===== src/design/sie_pkg.sv =====
package sie_pkg;

  // command codes
  localparam logic [1:0] CMD_WR   = 2'd0;
  localparam logic [1:0] CMD_RD   = 2'd1;
  localparam logic [1:0] CMD_EXEC = 2'd2;

  // string operation codes
  localparam logic [2:0] OP_LODS = 3'd0;
  localparam logic [2:0] OP_STOS = 3'd1;
  localparam logic [2:0] OP_MOVS = 3'd2;
  localparam logic [2:0] OP_CMPS = 3'd3;
  localparam logic [2:0] OP_SCAS = 3'd4;

  // operand size codes
  localparam logic [1:0] SZ_BYTE  = 2'd0;
  localparam logic [1:0] SZ_WORD  = 2'd1;
  localparam logic [1:0] SZ_DWORD = 2'd2;

  // prefix codes
  localparam logic [1:0] RK_NONE = 2'd0;
  localparam logic [1:0] RK_REP  = 2'd1;
  localparam logic [1:0] RK_REPE = 2'd2;

  // memory address source
  typedef enum logic [1:0] {
    A_MEM,
    A_SRC,
    A_DST,
    A_STOS
  } addr_sel_t;

  // memory write data source
  typedef enum logic [1:0] {
    W_MEM,
    W_STOS,
    W_ABUF
  } wdata_sel_t;

  // commands from controller to datapath
  typedef struct packed {
    logic       take;
    logic       mem_we;
    logic       mem_re;
    addr_sel_t  asel;
    wdata_sel_t wsel;
    logic       cap_a;
    logic       cap_b;
    logic       cap_m;
    logic       bi_clr;
    logic       bi_inc;
    logic       k_set_last;
    logic       k_inc;
    logic       sb_init;
    logic       sb_inc;
    logic       eval;
    logic       fin;
    logic       out_load;
  } ctl_t;

  // status from datapath to controller
  typedef struct packed {
    logic [1:0] cmd;
    logic [2:0] op;
    logic       n_zero;
    logic       bi_last;
    logic       k_last;
    logic       stos_last;
    logic       cmp_stop;
    logic       cmp_more;
    logic       cmp_tail;
  } sts_t;

  // flags of a - b at the operand size: CF,PF,AF,ZF,SF,OF in bits 0..5
  function automatic logic [5:0] sub_flags(logic [31:0] a, logic [31:0] b, logic [1:0] sz);
    logic [31:0] mask;
    logic [31:0] am;
    logic [31:0] bm;
    logic [31:0] r;
    logic [31:0] ov;
    logic        msb_r;
    logic        msb_o;
    logic [5:0]  f;
    case (sz)
      SZ_BYTE: mask = 32'h0000_00FF;
      SZ_WORD: mask = 32'h0000_FFFF;
      default: mask = 32'hFFFF_FFFF;
    endcase
    am = a & mask;
    bm = b & mask;
    r  = (am - bm) & mask;
    ov = (am ^ bm) & (am ^ r);
    case (sz)
      SZ_BYTE: begin
        msb_r = r[7];
        msb_o = ov[7];
      end
      SZ_WORD: begin
        msb_r = r[15];
        msb_o = ov[15];
      end
      default: begin
        msb_r = r[31];
        msb_o = ov[31];
      end
    endcase
    f[0] = (am < bm);
    f[1] = ~^r[7:0];
    f[2] = am[4] ^ bm[4] ^ r[4];
    f[3] = (r == 32'd0);
    f[4] = msb_r;
    f[5] = msb_o;
    return f;
  endfunction

endpackage


===== src/design/sie_ctrl.sv =====
module sie_ctrl import sie_pkg::*; (
  input  logic clk,
  input  logic rst_n,
  input  logic in_valid,
  output logic in_ready,
  output logic out_valid,
  input  logic out_ready,
  input  sts_t sts,
  output ctl_t ctl
);

  typedef enum logic [4:0] {
    S_IDLE,
    S_DECODE,
    S_MWR,
    S_MRD,
    S_MCAP,
    S_LD_RD,
    S_LD_CAP,
    S_ST_WR,
    S_MV_RD,
    S_MV_CAP,
    S_MV_WR,
    S_CP_RDA,
    S_CP_CAPA,
    S_CP_RDB,
    S_CP_CAPB,
    S_CP_EVAL,
    S_FIN,
    S_DONE
  } state_t;

  state_t state_r, state_nxt;
  logic   out_valid_r, out_valid_nxt;
  logic   is_cmps;

  assign in_ready  = (state_r == S_IDLE);
  assign out_valid = out_valid_r;
  assign is_cmps   = (sts.op == OP_CMPS);

  // next state and datapath commands
  always_comb begin
    ctl           = '0;
    ctl.asel      = A_MEM;
    ctl.wsel      = W_MEM;
    state_nxt     = state_r;
    out_valid_nxt = out_valid_r && !out_ready;
    case (state_r)
      S_IDLE: begin
        if (in_valid) begin
          ctl.take  = 1'b1;
          state_nxt = S_DECODE;
        end
      end
      S_DECODE: begin
        ctl.sb_init = 1'b1;
        case (sts.cmd)
          CMD_WR: state_nxt = S_MWR;
          CMD_RD: state_nxt = S_MRD;
          CMD_EXEC: begin
            case (sts.op)
              OP_LODS: begin
                if (sts.n_zero) begin
                  state_nxt = S_FIN;
                end else begin
                  ctl.k_set_last = 1'b1;
                  state_nxt      = S_LD_RD;
                end
              end
              OP_STOS: state_nxt = sts.n_zero ? S_FIN : S_ST_WR;
              OP_MOVS: state_nxt = sts.n_zero ? S_FIN : S_MV_RD;
              OP_CMPS: state_nxt = sts.n_zero ? S_FIN : S_CP_RDA;
              OP_SCAS: state_nxt = sts.n_zero ? S_FIN : S_CP_RDB;
              default: state_nxt = S_FIN;
            endcase
          end
          default: state_nxt = S_DONE;
        endcase
      end
      S_MWR: begin
        ctl.mem_we = 1'b1;
        state_nxt  = S_DONE;
      end
      S_MRD: begin
        ctl.mem_re = 1'b1;
        state_nxt  = S_MCAP;
      end
      S_MCAP: begin
        ctl.cap_m = 1'b1;
        state_nxt = S_DONE;
      end
      // lods reads only the last element
      S_LD_RD: begin
        ctl.mem_re = 1'b1;
        ctl.asel   = A_SRC;
        state_nxt  = S_LD_CAP;
      end
      S_LD_CAP: begin
        ctl.cap_a = 1'b1;
        if (sts.bi_last) begin
          state_nxt = S_FIN;
        end else begin
          ctl.bi_inc = 1'b1;
          state_nxt  = S_LD_RD;
        end
      end
      // stos writes one byte a cycle
      S_ST_WR: begin
        ctl.mem_we = 1'b1;
        ctl.asel   = A_STOS;
        ctl.wsel   = W_STOS;
        ctl.sb_inc = 1'b1;
        if (sts.stos_last) state_nxt = S_FIN;
      end
      // movs: read an element, then write it
      S_MV_RD: begin
        ctl.mem_re = 1'b1;
        ctl.asel   = A_SRC;
        state_nxt  = S_MV_CAP;
      end
      S_MV_CAP: begin
        ctl.cap_a = 1'b1;
        if (sts.bi_last) begin
          ctl.bi_clr = 1'b1;
          state_nxt  = S_MV_WR;
        end else begin
          ctl.bi_inc = 1'b1;
          state_nxt  = S_MV_RD;
        end
      end
      S_MV_WR: begin
        ctl.mem_we = 1'b1;
        ctl.asel   = A_DST;
        ctl.wsel   = W_ABUF;
        if (sts.bi_last) begin
          ctl.bi_clr = 1'b1;
          if (sts.k_last) begin
            state_nxt = S_FIN;
          end else begin
            ctl.k_inc = 1'b1;
            state_nxt = S_MV_RD;
          end
        end else begin
          ctl.bi_inc = 1'b1;
        end
      end
      // cmps/scas: gather operands, then compare
      S_CP_RDA: begin
        ctl.mem_re = 1'b1;
        ctl.asel   = A_SRC;
        state_nxt  = S_CP_CAPA;
      end
      S_CP_CAPA: begin
        ctl.cap_a = 1'b1;
        if (sts.bi_last) begin
          ctl.bi_clr = 1'b1;
          state_nxt  = S_CP_RDB;
        end else begin
          ctl.bi_inc = 1'b1;
          state_nxt  = S_CP_RDA;
        end
      end
      S_CP_RDB: begin
        ctl.mem_re = 1'b1;
        ctl.asel   = A_DST;
        state_nxt  = S_CP_CAPB;
      end
      S_CP_CAPB: begin
        ctl.cap_b = 1'b1;
        if (sts.bi_last) begin
          ctl.bi_clr = 1'b1;
          state_nxt  = S_CP_EVAL;
        end else begin
          ctl.bi_inc = 1'b1;
          state_nxt  = S_CP_RDB;
        end
      end
      S_CP_EVAL: begin
        ctl.eval = 1'b1;
        if (sts.cmp_stop) begin
          state_nxt = S_FIN;
        end else if (sts.cmp_more) begin
          ctl.k_inc = 1'b1;
          state_nxt = is_cmps ? S_CP_RDA : S_CP_RDB;
        end else if (sts.cmp_tail) begin
          // addresses repeat after one memory period, only the last element remains
          ctl.k_set_last = 1'b1;
          state_nxt      = is_cmps ? S_CP_RDA : S_CP_RDB;
        end else begin
          state_nxt = S_FIN;
        end
      end
      S_FIN: begin
        ctl.fin   = 1'b1;
        state_nxt = S_DONE;
      end
      S_DONE: begin
        if (!out_valid_r || out_ready) begin
          ctl.out_load  = 1'b1;
          out_valid_nxt = 1'b1;
          state_nxt     = S_IDLE;
        end
      end
      default: state_nxt = S_IDLE;
    endcase
  end

  // state and output valid
  always_ff @(posedge clk) begin
    if (!rst_n) begin
      state_r     <= S_IDLE;
      out_valid_r <= 1'b0;
    end else begin
      state_r     <= state_nxt;
      out_valid_r <= out_valid_nxt;
    end
  end

  // memory port takes one access a cycle
  a_one_access: assert property (@(posedge clk) disable iff (!rst_n)
    !(ctl.mem_we && ctl.mem_re))
    else $error("memory read and write in the same cycle");

  // an accepted item makes the block busy
  a_busy_after_take: assert property (@(posedge clk) disable iff (!rst_n)
    (in_valid && in_ready) |=> !in_ready)
    else $error("ready stayed high after an item was taken");

  // a result is loaded only into a free output register
  a_out_free: assert property (@(posedge clk) disable iff (!rst_n)
    ctl.out_load |-> (!out_valid_r || out_ready))
    else $error("result overwritten before it was taken");

  // every capture follows a memory read
  a_cap_after_read: assert property (@(posedge clk) disable iff (!rst_n)
    (ctl.cap_a || ctl.cap_b || ctl.cap_m) |-> $past(ctl.mem_re))
    else $error("capture without a preceding read");

endmodule


===== config.mk =====
export PLATFORM = sky130hd
export DESIGN_NAME = sie_ctrl
export DESIGN_NICKNAME = d
export VERILOG_FILES = /design/src/design/sie_pkg.sv /design/src/design/sie_ctrl.sv
export SDC_FILE = /design/constraint.sdc
export NUM_CORES = 1
export LEC_CHECK = 0
export BUFFER_PORTS_ARGS = -buffer_cell sky130_fd_sc_hd__buf_2
export CAP_MARGIN = 0
export CORE_AREA = 4 4 42 59
export CTS_CLUSTER_SIZE = 8
export DETAILED_ROUTE_END_ITERATION = 10
export DIE_AREA = 0 0 46 63
export GPL_ROUTABILITY_DRIVEN = 0
export PLACE_DENSITY = 0.84
export SYNTH_ARGS = -nofsm -noshare
export SYNTH_HDL_FRONTEND = slang
export SYNTH_SLANG_ARGS = --single-unit
export TNS_END_PERCENT = 1

===== constraint.sdc =====
create_clock -name clk -period 1.7 [get_ports clk]
set_input_delay 0.255 -clock clk [delete_from_list [all_inputs] [get_ports clk]]
set_output_delay 0.255 -clock clk [all_outputs]
set_load 0.01 [all_outputs]

Yosys cells after proc, flatten, opt, wreduce, memory -nomap -nowiden. Cells that the tools add are included. W data, S select, Z words.

Add/sub/neg operators: 0. Multiply operators: 0. Divide/modulo/power cells: 0. $lt $le $gt $ge: 0. Equality and inequality tests: 27. Shift operators: 0. Muxes and demuxes: 53. Bitwise gates (word level): 0. Reductions and logical operators: 16.

Operators by type and width (number): $pmux W5 S16 (1); $mux W5 (14); $eq A5 B4 Y1 const B (8); $mux W1 (27); $pmux W5 S5 (1); $eq A5 B3 Y1 const B (4); $pmux W5 S3 (1); $reduce_or A3 Y1 (4); $eq A5 B2 Y1 const B (2); $eq A5 B5 Y1 const B (2); $reduce_or A5 Y1 (2); $ne A2 B2 Y1 const B (4); $eq A3 B2 Y1 const B (2); $mux W2 (3); $mux W3 (2); $pmux W2 S3 (1); $eq A5 B1 Y1 const B (1); $logic_not A5 Y1 (1); $pmux W1 S2 (2); $pmux W2 S2 (1); $reduce_and A4 Y1 (1); $reduce_or A4 Y1 (1); $eq A3 B1 Y1 const B (1); $eq A3 B3 Y1 const B (1); other kinds (8) (9).

Bits in registers: 6. Latch bits: 0. RAM bits: 0. Bits in read-only memories: 0. Input bits: 16. Output and inout bits: 21. Logic and storage cells: 98. Memories kept: 0.

Depth between registers and ports, before layout.
Depth in word-level cells: 6. Depth in mapped cells: 6. Mapped depth without buffers: 5.

Worst setup path after synthesis. OpenSTA, ideal clock, no wires.

Path type: register -> output. Start: register state_r[0]. End: output ctl[6] in the netlist's numbering. Data arrival time: 1.446 ns. Data required time: 1.445 ns. Slack: -0.001 ns. Stages on the path, launching flop included: 5. Path buffers: 0. Cell sequence: dfxtp_1 nand2b_2 nor4_4 nand3_2 o41ai_1.

RTL lines: from (decl) (RTL line sie_ctrl.sv:33) `state_t state_r, state_nxt;`; from (signal assigned) (RTL line sie_ctrl.sv:214) `state_r <= state_nxt;`; to (decl) (RTL line sie_ctrl.sv:9) `output ctl_t ctl`.

==> impl_metrics.json <==
{
  "hold_class": "input pin to flip-flop",
  "root_buffer": "clkbuf_4",
  "cts.clk_slew.worst_paths_ns": 0.04,
  "crit_chain": "nand2b_1 > buf_4 > nor3_1 > a32o_1 > buf_2",
  "grt_pass1_vias": 1124,
  "skew_ns": 0.00157,
  "avgSynthCellArea_um2": 7.23,
  "fin_tns_setup_ns": -0.334,
  "fin_total_pwr_mw": 1.11,
  "synth_cell_type_count": 51,
  "clk_latency_ns": 0.24,
  "hold_violations": 0,
  "cts-buffers-inserted": 3,
  "rsz0062_at_grt": "yes",
  "die_h_um": 63,
  "area_delta_synth_final_pct": 40.6,
  "leakagePower_nw": 0.550,
  "antenna_found_initial": 0,
  "gr-total-overflow": 0,
  "wl_per_cell_um": 15.9,
  "cts_tree": "done",
  "cts_max_level": 1,
  "placementRows": 19,
  "final_cell_area_mm2": 0.00129,
  "failed_checks": "negative setup slack",
  "critPathArrivalTime_ns": 1.55,
  "rr_worst_depth": 6,
  "cpPeakStageDelay_ns": 0.30,
  "cpMaxStageDelayCell": "dfxtp_1",
  "grt_pass1_wl_um": 4970,
  "post-cts-setup-buffers": 0,
  "worst_pin_slew_ns": 0.399,
  "ys_async_sr_fraction_pct": 0,
  "dieArea_mm2": 0.00290,
  "ant_nets": 0,
  "synth_enable_flop_cells": 0,
  "crit_path_start_kind": "flip-flop",
  "antenna_cells": 0,
  "via_count": 1195,
  "end_kind": "primary output",
  "ys_seq_area_share_pct": 13.1,
  "synth_fp_nets": 143,
  "fmaxAchievable_mhz": 554,
  "synth_top_flop_cell": "dfxtp_1",
  "slew_violations": 0,
  "cts.sink_count": 6,
  "reg2reg_slack_ns": 0.09,
  "critPathKind": "flip-flop to primary output",
  "io_buffers": 36,
  "final_common_cell": "buf_2",
  "setup_violations": 5,
  "timing.rr.start": "state_r[2]$_SDFFE_PN0P_",
  "status": "finished with violations",
  "synthCells": 127,
  "cts.path.max_buffers": 2,
  "yosysWarnings": 0,
  "drive_gt1_share_pct": 48.6,
  "first_pass_iters": 4,
  "min_path_cells": 2,
  "initial_utilization_pct": 47.1,
  "hpwl_um": 2440,
  "placed_area_mm2": 0.00120,
  "synth.area.top_cells": "dfxtp_1 13%, nor2_1 7.4%, nor4_2 6.8%, nor3_1 4.9%, nand2_1 4.1%",
  "yosysTopAreaCell": "dfxtp_1",
  "fillerInstances": 162,
  "relSlewSlack_pct": 72.7,
  "grt_max_degree": 17,
  "synth.top_cell.area_share_pct": 13.1,
  "layout_setup_ws_ns": -0.106,
  "drc": 0,
  "rr_endpoint": "state_r[3]$_SDFFE_PN0P_",
  "routed_wl_um": 3080,
  "layout_common_cells": "36 x buf_2, 17 x nor2_1, 16 x buf_4",
  "finalCriticalPeriod_ns": 1.81,
  "coreArea_mm2": 0.00195,
  "nets": 191,
  "timing.final.crit_share_pct": 106,
  "synth_seq_cells": 6,
  "path_max_fanout": 5,
  "vdd_drop_max_mv": 0.696,
  "required_ns": 1.44,
  "gr-usage-all-layers_pct": 21.8,
  "syn_area_um2": 918,
  "max_cap_viol_count": 0,
  "power.density_mw_per_mm2": 857,
  "die_x_um": 46,
  "drt-initial-drc-count": 30,
  "hold_path_startpoint": "rst_n",
  "hold_end": "state_r[2]$_SDFFE_PN0P_",
  "post_drt_via_cell_ratio": 6.16,
  "io_pins": 37
}
==> where the power goes <==
part           internal, mW  leakage [nW]  switching (mW)
Combinational         0.330         0.486           0.419
Clock                0.0794        0.0138          0.0442
Sequential            0.175        0.0509          0.0593
Total                 0.585         0.550           0.522
==> synthesized netlist by cell type (all sizes together) (3+ instances only) <==
| master | n |
|---|---|
| nor2 | 18 |
| buf | 10 |
| nand2 | 10 |
| nor3 | 9 |
| nor4 | 8 |
| nand3 | 7 |
| dfxtp | 6 |
| o21ai | 6 |
| a21oi | 4 |
| inv | 4 |
| nand2b | 4 |
| a21boi | 3 |
| nor2b | 3 |
==> state kept, by name, indices dropped and copies added (netlist names) <==
| signal | cells |
|---|---|
| state_r | 5 |
| out_valid | 1 |
==> how the worst max path moves through the flow <==
stage	from	endpoint	cells past startpoint
finish	state_r[4]$_SDFFE_PN0P_	ctl[5]	5
global route	state_r[3]$_SDFFE_PN0P_	ctl[6]	5
CTS	state_r[3]$_SDFFE_PN0P_	ctl[6]	5
detailed placement	state_r[0]$_SDFFE_PN0P_	state_r[3]$_SDFFE_PN0P_	5
global placement	state_r[2]$_SDFFE_PN0P_	state_r[4]$_SDFFE_PN0P_	6
floorplan	state_r[0]$_SDFFE_PN0P_	ctl[6]	4
==> cell type report <==
class / instances / area (µm²) / area share (%)
Inverter: 4 / 15.0 / 1.16
Timing Repair Buffer: 54 / 323 / 25.0
Sequential cell: 6 / 131 / 10.2
Tap cell: 21 / 26.3 / 2.03
Multi-Input combinational cell: 106 / 773 / 59.9
Clock buffer: 3 / 22.5 / 1.74
==> critical path: cells and delay by family, from the launching register on <==
kind / cells / cell delay (ns)
DFF: 1 / 0.30
AOI/OAI and AO/OA: 1 / 0.19
and+or+nand+nor: 2 / 0.49
buffers and inverters: 2 / 0.33
==> kinds of logic after synthesis <==
group	synth area share, %
mux	2.18
xor+xnor	1.91
fa+ha+maj	1.09
compound gates	27.0
buf+inv	9.26
flops	13.1
simple gates	45.5
==> repair_timing <==
| item | 4_1_cts | 5_1_grt |
|---|---|---|
| hold buffers | 0 | 0 |
| gates resized for setup | 14 | 6 |
| pin swaps | 2 | 3 |
| endpoints found under the setup margin | 19 | 16 |
==> per-stage QoR <==
| step | setup slack [ns] | std cells | util (%) | hold WS, ns |
|---|---|---|---|---|
| finish | -0.106 | 194 | 66.2 | 0.301 |
| detailed placement | 0.00330 | 191 | 61.4 | 0.558 |
| global placement | 0.0226 | 191 | 61.4 | 0.558 |
| floorplan | 0.128 | 127 | - | 0.383 |
| global route | -0.207 | 194 | 66.2 | 0.301 |
| CTS | -0.108 | 194 | 64.8 | 0.294 |
==> layer usage <==
layer / vias up / track usage (%) / wire length (µm) / share of wire, %
li1: 571 / - / - / -
met1: 564 / 25.3 / 1140 / 37
met2: 54 / 37.6 / 1740 / 56
met3: 6 / 2.59 / 161 / 5.2
met4: 0 / 9.25 / 42 / 1.4
met5: - / 0 / 0 / 0
(Power assumes the default switching activity.)
